===== src/rtl/core/r2fft_pkg.sv =====
`timescale 1ns / 1ps
package r2fft_pkg;

  localparam int unsigned MAX_POINTS_DEF   = 512;
  localparam int unsigned TWIDDLE_BITS_DEF = 16;

  localparam int unsigned OP_W     = 2;
  localparam int unsigned IDX_W    = 9;
  localparam int unsigned SAMPLE_W = 16;
  localparam int unsigned BIN_W    = 32;
  localparam int unsigned LOG2_W   = 4;
  localparam int unsigned CFG_IW   = 1;
  localparam int unsigned CFG_DW   = 4;
  localparam int unsigned TW_MAX_W = 24;

  localparam logic [OP_W-1:0] OP_WRITE = 2'd0;
  localparam logic [OP_W-1:0] OP_RUN   = 2'd1;
  localparam logic [OP_W-1:0] OP_READ  = 2'd2;

  localparam logic [CFG_IW-1:0] REG_DIRECTION   = 1'd0;
  localparam logic [CFG_IW-1:0] REG_LOG2_POINTS = 1'd1;

  localparam logic [LOG2_W-1:0] LOG2_POINTS_RST = 4'd9;

  typedef enum logic [1:0] {
    ADDR_IN,
    ADDR_I,
    ADDR_K
  } addr_sel_e;

  typedef enum logic [2:0] {
    WSEL_IN,
    WSEL_SUM,
    WSEL_DIFF,
    WSEL_A,
    WSEL_B,
    WSEL_SCALE
  } wsel_e;

  typedef struct packed {
    addr_sel_e addr_sel;
    wsel_e     wsel;
    logic      we;
    logic      bfly;
    logic      cap_a;
    logic      cap_b;
    logic      tw_load;
    logic      mul;
    logic      add;
    logic      load_rd;
    logic      load_done;
  } dp_cmd_t;

  function automatic logic signed [TW_MAX_W-1:0] tw_round(logic signed [63:0] v, int f);
    logic        neg;
    logic [63:0] mag;
    logic [63:0] r;
    logic [63:0] lim;
    neg = v < 0;
    mag = neg ? 64'(-v) : 64'(v);
    r   = (mag + (64'd1 << (29 - f))) >> (30 - f);
    lim = (64'd1 << f) - 64'd1;
    if (r > lim) begin
      r = lim;
    end
    return neg ? -TW_MAX_W'(r) : TW_MAX_W'(r);
  endfunction

  // {cos, sin} of 2*pi*k/2^lg, each TW_MAX_W bits signed, Q30 Taylor series
  function automatic logic [2*TW_MAX_W-1:0] tw_entry(int unsigned k, int unsigned lg,
                                                      int unsigned tb);
    logic [63:0]                fq;
    logic [63:0]                x;
    logic [63:0]                x2;
    logic [63:0]                term;
    logic [63:0]                cpos;
    logic [63:0]                cneg;
    logic [63:0]                spos;
    logic [63:0]                sneg;
    logic                       mirror;
    logic signed [TW_MAX_W-1:0] cw;
    logic signed [TW_MAX_W-1:0] sw;
    fq     = 64'(k) << (32 - lg);
    mirror = 1'b0;
    if (fq > (64'd1 << 30)) begin
      fq     = (64'd1 << 31) - fq;
      mirror = 1'b1;
    end
    x    = (fq * 64'd6746518852) >> 32;
    x2   = (x * x) >> 30;
    cpos = 64'd1 << 30;
    cneg = 64'd0;
    term = 64'd1 << 30;
    term = ((term * x2) >> 30) / 64'd2;   cneg = cneg + term;
    term = ((term * x2) >> 30) / 64'd12;  cpos = cpos + term;
    term = ((term * x2) >> 30) / 64'd30;  cneg = cneg + term;
    term = ((term * x2) >> 30) / 64'd56;  cpos = cpos + term;
    term = ((term * x2) >> 30) / 64'd90;  cneg = cneg + term;
    term = ((term * x2) >> 30) / 64'd132; cpos = cpos + term;
    term = ((term * x2) >> 30) / 64'd182; cneg = cneg + term;
    term = ((term * x2) >> 30) / 64'd240; cpos = cpos + term;
    term = ((term * x2) >> 30) / 64'd306; cneg = cneg + term;
    term = ((term * x2) >> 30) / 64'd380; cpos = cpos + term;
    spos = x;
    sneg = 64'd0;
    term = x;
    term = ((term * x2) >> 30) / 64'd6;   sneg = sneg + term;
    term = ((term * x2) >> 30) / 64'd20;  spos = spos + term;
    term = ((term * x2) >> 30) / 64'd42;  sneg = sneg + term;
    term = ((term * x2) >> 30) / 64'd72;  spos = spos + term;
    term = ((term * x2) >> 30) / 64'd110; sneg = sneg + term;
    term = ((term * x2) >> 30) / 64'd156; spos = spos + term;
    term = ((term * x2) >> 30) / 64'd210; sneg = sneg + term;
    term = ((term * x2) >> 30) / 64'd272; spos = spos + term;
    term = ((term * x2) >> 30) / 64'd342; sneg = sneg + term;
    term = ((term * x2) >> 30) / 64'd420; spos = spos + term;
    cw = tw_round($signed(cpos) - $signed(cneg), int'(tb) - 1);
    if (mirror) begin
      cw = -cw;
    end
    sw = tw_round($signed(spos) - $signed(sneg), int'(tb) - 1);
    return {cw, sw};
  endfunction

endpackage


===== src/rtl/core/r2fft_ctrl.sv =====
`timescale 1ns / 1ps
module r2fft_ctrl
  import r2fft_pkg::*;
#(
  parameter int unsigned MAX_POINTS = MAX_POINTS_DEF,
  localparam int unsigned LG = $clog2(MAX_POINTS),
  localparam int unsigned SW = $clog2(LG + 1)
) (
  input  logic              clk_i,
  input  logic              rst_ni,
  input  logic              cfg_we_i,
  input  logic [CFG_IW-1:0] cfg_index_i,
  input  logic [CFG_DW-1:0] cfg_wdata_i,
  input  logic              in_valid_i,
  output logic              in_stall_o,
  input  logic [OP_W-1:0]   op_i,
  output logic              out_valid_o,
  input  logic              out_stall_i,
  input  logic              swap_i,
  output dp_cmd_t           cmd_o,
  output logic [LG-1:0]     cnt_o,
  output logic [SW-1:0]     stage_o,
  output logic [SW-1:0]     m_o,
  output logic              inverse_o
);

  typedef enum logic [4:0] {
    ST_IDLE,
    ST_RD_WAIT,
    ST_BR_RA,
    ST_BR_RB,
    ST_BR_LB,
    ST_BR_WA,
    ST_BR_WB,
    ST_BF_RA,
    ST_BF_RB,
    ST_BF_LB,
    ST_BF_MUL,
    ST_BF_ADD,
    ST_BF_WA,
    ST_BF_WB,
    ST_SC_RA,
    ST_SC_LA,
    ST_SC_WR,
    ST_DONE
  } state_e;

  state_e              state_q;
  logic [LG-1:0]       cnt_q;
  logic [SW-1:0]       stage_q;
  logic                out_valid_q;
  logic                dir_q;
  logic [LOG2_W-1:0]   log2_q;
  logic [SW-1:0]       m_eff;
  logic [LG-1:0]       mask_all;
  logic                last_all;
  logic                last_half;
  logic                accept;

  assign m_eff     = (log2_q > LOG2_W'(LG)) ? SW'(LG) : SW'(log2_q);
  assign mask_all  = ~({LG{1'b1}} << m_eff);
  assign last_all  = cnt_q == mask_all;
  assign last_half = cnt_q == (mask_all >> 1);

  assign in_stall_o = (state_q != ST_IDLE) ||
                      (out_valid_q && (op_i == OP_RUN || op_i == OP_READ));
  assign accept     = in_valid_i && !in_stall_o;

  always_comb begin
    cmd_o          = '0;
    cmd_o.addr_sel = ADDR_IN;
    cmd_o.wsel     = WSEL_IN;
    case (state_q)
      ST_IDLE:    cmd_o.we = accept && (op_i == OP_WRITE);
      ST_RD_WAIT: cmd_o.load_rd = 1'b1;
      ST_BR_RA:   cmd_o.addr_sel = ADDR_I;
      ST_BR_RB: begin
        cmd_o.addr_sel = ADDR_K;
        cmd_o.cap_a    = 1'b1;
      end
      ST_BR_LB:   cmd_o.cap_b = 1'b1;
      ST_BR_WA: begin
        cmd_o.addr_sel = ADDR_I;
        cmd_o.we       = 1'b1;
        cmd_o.wsel     = WSEL_B;
      end
      ST_BR_WB: begin
        cmd_o.addr_sel = ADDR_K;
        cmd_o.we       = 1'b1;
        cmd_o.wsel     = WSEL_A;
      end
      ST_BF_RA: begin
        cmd_o.bfly     = 1'b1;
        cmd_o.addr_sel = ADDR_I;
        cmd_o.tw_load  = 1'b1;
      end
      ST_BF_RB: begin
        cmd_o.bfly     = 1'b1;
        cmd_o.addr_sel = ADDR_K;
        cmd_o.cap_a    = 1'b1;
      end
      ST_BF_LB:   cmd_o.cap_b = 1'b1;
      ST_BF_MUL:  cmd_o.mul = 1'b1;
      ST_BF_ADD:  cmd_o.add = 1'b1;
      ST_BF_WA: begin
        cmd_o.bfly     = 1'b1;
        cmd_o.addr_sel = ADDR_I;
        cmd_o.we       = 1'b1;
        cmd_o.wsel     = WSEL_SUM;
      end
      ST_BF_WB: begin
        cmd_o.bfly     = 1'b1;
        cmd_o.addr_sel = ADDR_K;
        cmd_o.we       = 1'b1;
        cmd_o.wsel     = WSEL_DIFF;
      end
      ST_SC_RA:   cmd_o.addr_sel = ADDR_I;
      ST_SC_LA:   cmd_o.cap_a = 1'b1;
      ST_SC_WR: begin
        cmd_o.addr_sel = ADDR_I;
        cmd_o.we       = 1'b1;
        cmd_o.wsel     = WSEL_SCALE;
      end
      ST_DONE:    cmd_o.load_done = 1'b1;
      default:    cmd_o.addr_sel = ADDR_IN;
    endcase
  end

  always_ff @(posedge clk_i or negedge rst_ni) begin
    if (!rst_ni) begin
      state_q     <= ST_IDLE;
      cnt_q       <= '0;
      stage_q     <= '0;
      out_valid_q <= 1'b0;
      dir_q       <= 1'b0;
      log2_q      <= LOG2_POINTS_RST;
    end else begin
      if (cfg_we_i) begin
        case (cfg_index_i)
          REG_DIRECTION:   dir_q  <= cfg_wdata_i[0];
          REG_LOG2_POINTS: log2_q <= cfg_wdata_i;
          default:         dir_q  <= dir_q;
        endcase
      end

      if (state_q == ST_RD_WAIT || state_q == ST_DONE) begin
        out_valid_q <= 1'b1;
      end else if (out_valid_q && !out_stall_i) begin
        out_valid_q <= 1'b0;
      end

      case (state_q)
        ST_IDLE: begin
          cnt_q <= '0;
          if (accept && op_i == OP_READ) begin
            state_q <= ST_RD_WAIT;
          end else if (accept && op_i == OP_RUN) begin
            state_q <= (m_eff == '0) ? ST_DONE : ST_BR_RA;
          end
        end
        ST_RD_WAIT: state_q <= ST_IDLE;
        ST_BR_RA: begin
          if (swap_i) begin
            state_q <= ST_BR_RB;
          end else if (last_all) begin
            cnt_q   <= '0;
            stage_q <= SW'(1);
            state_q <= ST_BF_RA;
          end else begin
            cnt_q <= cnt_q + LG'(1);
          end
        end
        ST_BR_RB: state_q <= ST_BR_LB;
        ST_BR_LB: state_q <= ST_BR_WA;
        ST_BR_WA: state_q <= ST_BR_WB;
        ST_BR_WB: begin
          if (last_all) begin
            cnt_q   <= '0;
            stage_q <= SW'(1);
            state_q <= ST_BF_RA;
          end else begin
            cnt_q   <= cnt_q + LG'(1);
            state_q <= ST_BR_RA;
          end
        end
        ST_BF_RA:  state_q <= ST_BF_RB;
        ST_BF_RB:  state_q <= ST_BF_LB;
        ST_BF_LB:  state_q <= ST_BF_MUL;
        ST_BF_MUL: state_q <= ST_BF_ADD;
        ST_BF_ADD: state_q <= ST_BF_WA;
        ST_BF_WA:  state_q <= ST_BF_WB;
        ST_BF_WB: begin
          if (!last_half) begin
            cnt_q   <= cnt_q + LG'(1);
            state_q <= ST_BF_RA;
          end else if (stage_q == m_eff) begin
            cnt_q   <= '0;
            state_q <= dir_q ? ST_SC_RA : ST_DONE;
          end else begin
            cnt_q   <= '0;
            stage_q <= stage_q + SW'(1);
            state_q <= ST_BF_RA;
          end
        end
        ST_SC_RA: state_q <= ST_SC_LA;
        ST_SC_LA: state_q <= ST_SC_WR;
        ST_SC_WR: begin
          cnt_q   <= cnt_q + LG'(1);
          state_q <= last_all ? ST_DONE : ST_SC_RA;
        end
        ST_DONE: state_q <= ST_IDLE;
        default: state_q <= ST_IDLE;
      endcase
    end
  end

  assign out_valid_o = out_valid_q;
  assign cnt_o       = cnt_q;
  assign stage_o     = stage_q;
  assign m_o         = m_eff;
  assign inverse_o   = dir_q;

endmodule


===== config.mk =====
export PLATFORM = sky130hd
export DESIGN_NAME = r2fft_ctrl
export DESIGN_NICKNAME = d
export VERILOG_FILES = /design/src/rtl/core/r2fft_pkg.sv /design/src/rtl/core/r2fft_ctrl.sv
export SDC_FILE = /design/constraint.sdc
export NUM_CORES = 1
export LEC_CHECK = 0
export ABC_AREA = 1
export BUFFER_PORTS_ARGS = -buffer_cell sky130_fd_sc_hd__clkbuf_2
export CAP_MARGIN = 20
export CORE_MARGIN = 2
export CORE_UTILIZATION = 40
export DETAILED_ROUTE_END_ITERATION = 16
export HOLD_SLACK_MARGIN = 0.1
export PLACE_DENSITY = 0.62
export SLEW_MARGIN = 20
export SYNTH_ARGS = -nofsm -noshare
export SYNTH_HDL_FRONTEND = slang
export SYNTH_SLANG_ARGS = --single-unit

===== constraint.sdc =====
create_clock -name clk_i -period 3.4 [get_ports clk_i]
set_input_delay 0.34 -clock clk_i [delete_from_list [all_inputs] [get_ports clk_i]]
set_output_delay 0.34 -clock clk_i [all_outputs]
set_load 0.01 [all_outputs]

==> run metrics, run 1 <==
Slew Viols, Final=0; Iter 0 DRT Violations=159; row count=26; post-route setup slack=1.278 ns; Clock transition at path regs=0.08 ns; RSZ-0062 raised after global routing=false; Synth area leader=dfrtp_1; Hold Path Depth=2; initial core utilization=42.04%; sequential fraction of the synthesis area=27.56%; global route total overflow=0; initial antenna violation count=0; Netlist cell types=31; Mapped Nets=366; GRT met3 Usage=3.140%; post-CTS sizing=0; Die H=77.97 um; gpl congestion=0.9105; WL final=5740 um; met1 Track Usage GR=27.61%; Hold WC Path Type=in2reg; Most used DFF post-synth=dfrtp_1; clock skew=0.007579 ns; Critical Path AT=1.78 ns; DR vias/cell=4.824; area share of the largest cell type after synthesis=25.16%; R2R depth=11; gr usage total=19.24%; ANT nets after route=0; final critical-path required period=2.122 ns; DP HPWL=4728 um; Max Cap Viol=0; Worst Setup EP=cmd_o[12]; Crit. End Element=output port; Num CTS Buffers=3; Commonest cells post-synth=109 x nand2_1, 46 x nor2_1, 44 x inv_1; Crit path required time=3.06 ns; outcome=finished clean; Final #Nets=415; post-route cell area=2545 um2; grt met2 use=31.38%; Tot Pwr=1.438 mW; Worst VDD drop=247.3 uV; DR WL/cell=12.32 um; CP Max Fanout=6; most common cell in the netlist=nand2_1; Critical path origin=state_q[4]; H-tree levels=1; EDFF count, synth=0; die width=77.97 um; ys async rst share=100.0%; Leak Pwr=1.451 nW; drt drc=0; layer with the highest usage=met2; I/O Buffers=46; Core Area=5205 um2; synth top area cells=dfrtp_1 25%, nand2_1 19%, nand3_1 8.0%; Yosys reg bits=24; first-pass GRT wire length=9494 um; Syn Std Cell Area=2188 um2; clk root buf=clkbuf_8; CTS max path bufs=2; TritonCTS clock tree=yes; worst slack, placed=1.347 ns; startpoint type of the worst setup path=flop; Clock Latency Late Sink=0.26 ns; slew at the pin with the worst max-slew slack=0.6178 ns; Worst Setup Path Type=reg2out; PD cells=565.2 nW/um2; via count of the first global-routing pass=2041; fraction of layout cells with a size suffix above 1=20.96%; I/O pin count=47; Syn Inst Count=348; full die area=6079 um2; DR vias=2248; router iterations before antenna repair=4; syn avg cell area=6.288 um2; largest net degree at the start of global routing=25; clock sinks=24; # fillers=559; area growth from synthesis to layout=16.29%; Max Clk Rate=471.2 MHz; Tcrit/Tclk final=62.43%; relative slew slack=58.82%; Syn. warnings=0; setup violators final=0; final hold vios=0; FF-to-FF End=stage_o[1]; final setup TNS=0 ns; number of inserted diodes=0; placed inst area=2480 um2; R2R Setup Slk=1.33 ns; Critical R2R Launch=log2_q[3]
## cell usage in the layout (no fill, tap or decap), drive strengths merged
master | synthesis | final
a21oi | 11 | 11
a31oi | 2 | 2
and2 | 1 | 1
clkbuf | 1 | 50
clkinv | 1 | 1
dfrtp | 22 | 22
dfstp | 2 | 2
dlygate4sd3 | 0 | 1
ha | 5 | 5
inv | 53 | 53
nand2 | 111 | 111
nand3 | 41 | 41
nand4 | 9 | 9
nor2 | 56 | 56
nor3 | 6 | 6
nor3b | 1 | 1
nor4 | 2 | 2
o21ai | 12 | 12
xnor2 | 1 | 1
xor2 | 9 | 9
## sequential cells by signal, indices dropped and copies added, names as in the netlist
name and count:
out_valid_o 1, state_q 5, inverse_o 1, cnt_o 9, stage_o 4, log2_q 4
## critical path: stages, from the launching register on
cell      delay (ns)
dfrtp_1         0.47
nor3_1          0.36
inv_1           0.10
nor2_1          0.14
inv_1           0.07
nand2_1         0.09
a21oi_1         0.07
nand3_1         0.09
clkbuf_2        0.13
## cell families after synthesis
family | after synthesis | share of synthesized area [%]
and+or+nand+nor | 227 | 48.43
buffers and inverters | 57 | 10.46
AOI/OAI and AO/OA | 25 | 6.690
DFF | 24 | 27.56
xor gates and xnor gates | 10 | 4.003
adders and majority gates | 5 | 2.859
## worst min path at each step
stage	slack [ns]	start	to
3_5_place_dp	0.39	rst_ni	log2_q[1]
2_1_floorplan	0.04	rst_ni	cnt_o[0]
3_3_place_gp	0.38	rst_ni	log2_q[2]
6_report	0.27	cfg_we_i	inverse_o
5_1_grt	0.27	cfg_we_i	inverse_o
4_1_cts	0.26	cfg_we_i	inverse_o
## routing by layer
layer	vias to the layer above	wire length, um
li1	1195	-
met1	996	2835
met2	53	2594
met3	4	286
met4	0	23
met5	-	0
## final cells by class
type | instances | area [um2] | share of cell area [%]
Sequential cell | 24 | 603.1 | 23.70
Multi-Input combinational cell | 267 | 1356 | 53.29
Timing Repair Buffer | 47 | 240.2 | 9.440
Tap cell | 70 | 87.58 | 3.441
Inverter | 54 | 202.7 | 7.965
Clock buffer | 4 | 55.05 | 2.163
## through the flow
step	hold WS [ns]	std cells	util, %
finish	0.2738	466	48.89
global route	0.2731	466	48.89
CTS	0.2646	466	48.89
detailed placement	0.3859	461	47.64
global placement	0.3787	461	47.64
floorplan	0.04441	348	-
## power by group
part           leakage (nW)  total, mW  internal (mW)  switching, mW
Sequential            0.313      0.400          0.336         0.0649
Clock                0.0288      0.187          0.103         0.0842
Combinational          1.11      0.851          0.286          0.565
## timing repair
item / 4_1_cts / 5_1_grt
buffers inserted: 0 / 0
hold endpoints to repair: 9 / 0
hold buffers: 1 / 0
Power figures use the tool's default switching activity.
==> run 2, diff against run 1 <==
ABC_AREA = 0   (was 1)
PLACE_DENSITY = 0.61   (was 0.62)
clock period = 2.2 ns   (was 3.4 ns; I/O delays follow)
==> run metrics, run 2 <==
Synth area leader=dfrtp_1; drt drc=0 (unchanged); Tcrit/Tclk final=102.7%; Die H=79.16 um (+1.5%); max reg flops=9 (unchanged); number of inserted diodes=0 (unchanged); Worst path slowest cell=dfstp_2; ANT nets after route=0 (unchanged); non-filler cells, final=452 (-3.0%); slew at the pin with the worst max-slew slack=0.6377 ns (+0.01997 ns); Worst Setup Path Type=reg2reg; Critical Path AT=2.43 ns (+0.65 ns); Mapped Nets=322 (-12%); DR vias=2487 (+11%); DR WL/cell=14.35 um (+16%); post-route setup slack=-0.05843 ns (-1.336 ns); Critical path origin=log2_q[3]; Crit. End Element=flop; Hold WC Path Type=in2reg; commonest cells after routing, fill and taps aside=46 x clkbuf_2, 45 x buf_4, 31 x nand2_1; most common cell in the netlist=nand2_1; CTS max path bufs=2 (unchanged); Yosys reg bits=24 (unchanged); Num CTS Buffers=3 (unchanged); CP Max Fanout=6 (unchanged); worst hold slack=0.1693 ns (-0.1045 ns); Clock Latency Late Sink=0.28 ns (+0.02 ns); H-tree levels=1 (unchanged); global route total overflow=0 (unchanged); Iter 0 DRT Violations=172 (+8.2%); initial antenna violation count=0 (unchanged); TritonCTS clock tree=yes; DP HPWL=4832 um (+2.2%); row count=27 (+3.8%); ys async rst share=100.0% (unchanged); area share of the largest cell type after synthesis=24.36% (-0.79 points); Syn. warnings=0 (unchanged); crit-path cells=or4b_4 -> a21oi_2 -> a2bb2oi_2 -> and3_4 -> a21oi_4 -> a211o_1 -> a22o_1; Leak Pwr=1.356 nW (-6.6%); Core Area=5473 um2 (+5.1%); I/O pin count=47 (unchanged); fraction of layout cells with a size suffix above 1=34.21% (+13 points); Slew Viols, Final=0 (unchanged); outcome=finished, violations left; area growth from synthesis to layout=33.17%; Commonest cells post-synth=31 x nand2_1, 30 x a21oi_1, 24 x nor2_1; Syn Inst Count=304 (-13%); clk root buf=clkbuf_8; Netlist cell types=65 (+110%); setup violators final=2 (+2); final hold vios=0 (unchanged); post-route cell area=3009 um2 (+18%); final critical-path required period=2.258 ns; most common cell after layout, fill and taps aside=clkbuf_2; via count of the first global-routing pass=2321 (+14%); clock sinks=24 (unchanged); WL final=6485 um (+13%); R2R Setup Slk=-0.06 ns (-1.39 ns); full die area=6266 um2 (+3.1%); clock skew=0.004713 ns (-0.002866 ns); PD cells=928.5 nW/um2 (+64%); gpl congestion=0.8671 (-4.8%); startpoint type of the worst setup path=flop; die width=79.16 um (+1.5%); Worst VDD drop=491.7 uV (+99%); Max Cap Viol=0 (unchanged); sequential fraction of the synthesis area=26.69% (-0.87 points); syn avg cell area=7.433 um2 (+18%); EDFF count, synth=0 (unchanged); synth top area cells=dfrtp_1 24%, a21oi_1 6.6%, nand2_1 5.1%; Clock transition at path regs=0.10 ns (+0.02 ns); first-pass GRT wire length=11070 um (+17%); Critical R2R Launch=log2_q[3]; I/O Buffers=46 (unchanged); placed insts=444 (-3.7%); RSZ-0062 raised after global routing=true; Max Clk Rate=442.8 MHz; placed inst area=2823 um2 (+14%); initial core utilization=41.29% (-0.75 points); max incr delay on CP=0.58 ns (+0.11 ns); Tot Pwr=2.794 mW (+94%); gr usage total=21.65% (+2.4 points); worst slack, placed=-0.1361 ns (-1.484 ns); largest net degree at the start of global routing=25 (unchanged); FF-to-FF End=stage_o[1]; relative slew slack=57.48% (-1.3 points); Most used DFF post-synth=dfrtp_1; R2R depth=7 (-4); Syn Std Cell Area=2260 um2 (+3.3%); DR vias/cell=5.502 (+14%); Crit path required time=2.37 ns (-0.69 ns); router iterations before antenna repair=4 (unchanged); failing checks=negative setup slack; Final #Nets=399 (-3.9%); Worst Setup EP=stage_o[1]
run 2: cells by family after synthesis:
family / share of synthesized area, %
simple gates: 29.96
compound gates: 27.19
buf+inv: 7.475
flops: 26.69
xor+xnor: 3.489
mux: 2.436
fa+ha+maj: 2.769
run 2: repair_timing:
item,CTS,global route
hold endpoints to repair,22,0
pin swaps,4,4
gates resized for setup,11,10
setup endpoints to repair,18,18
hold buffers,1,0
buffers inserted,3,0
run 2: cell type report:
cell class | count | area (um2)
Clock buffer | 3 | 41.29
Clock inverter | 1 | 30.03
Fill cell | 557 | 2464
Inverter | 10 | 37.54
Multi-Input combinational cell | 246 | 1564
Sequential cell | 24 | 605.6
Tap cell | 72 | 90.09
Timing Repair Buffer | 96 | 640.6
run 2: worst min path at each step:
| stage | startpoint | endpoint | cells after the start |
|---|---|---|---|
| after floorplan | rst_ni | cnt_o[0] | 0 |
| after global placement | rst_ni | cnt_o[5] | 1 |
| after detailed placement | rst_ni | cnt_o[3] | 1 |
| after CTS | out_stall_i | out_valid_o | 2 |
| after global routing | cfg_wdata_i[3] | log2_q[3] | 2 |
| final | out_stall_i | out_valid_o | 2 |
run 2: routing by layer:
| metal | wire length (um) | global-route usage [%] | share of wire, % | vias to the layer above |
|---|---|---|---|---|
| met5 | 0 | 0 | 0 | - |
| met4 | 69 | 4.655 | 1.1 | 0 |
| met3 | 232 | 3.409 | 3.6 | 8 |
| met2 | 3013 | 34.75 | 46 | 52 |
| met1 | 3170 | 30.68 | 49 | 1174 |
| li1 | - | - | - | 1253 |
run 2: critical path, delay by kind of cell (launching register included):
kind	cells	cell delay, ns
AO/OA/AOI/OAI	5	0.87
flip-flops	1	0.58
AND/OR/NAND/NOR	2	0.70
run 2: metrics by stage:
stage / TNS, ns / util, %
6_report: -0.07436 / 54.98
3_5_place_dp: -0.7663 / 51.58
4_1_cts: -0.07845 / 54.12
5_1_grt: -1.194 / 54.98
2_1_floorplan: -0.03098 / -
3_3_place_gp: -0.9479 / 51.58
run 2: where the power goes:
| group | leakage (nW) | switching (mW) | internal [mW] |
|---|---|---|---|
| Combinational | 1.02 | 0.951 | 0.760 |
| Clock | 0.0357 | 0.160 | 0.244 |
| Sequential | 0.304 | 0.139 | 0.539 |
| Total | 1.36 | 1.25 | 1.54 |
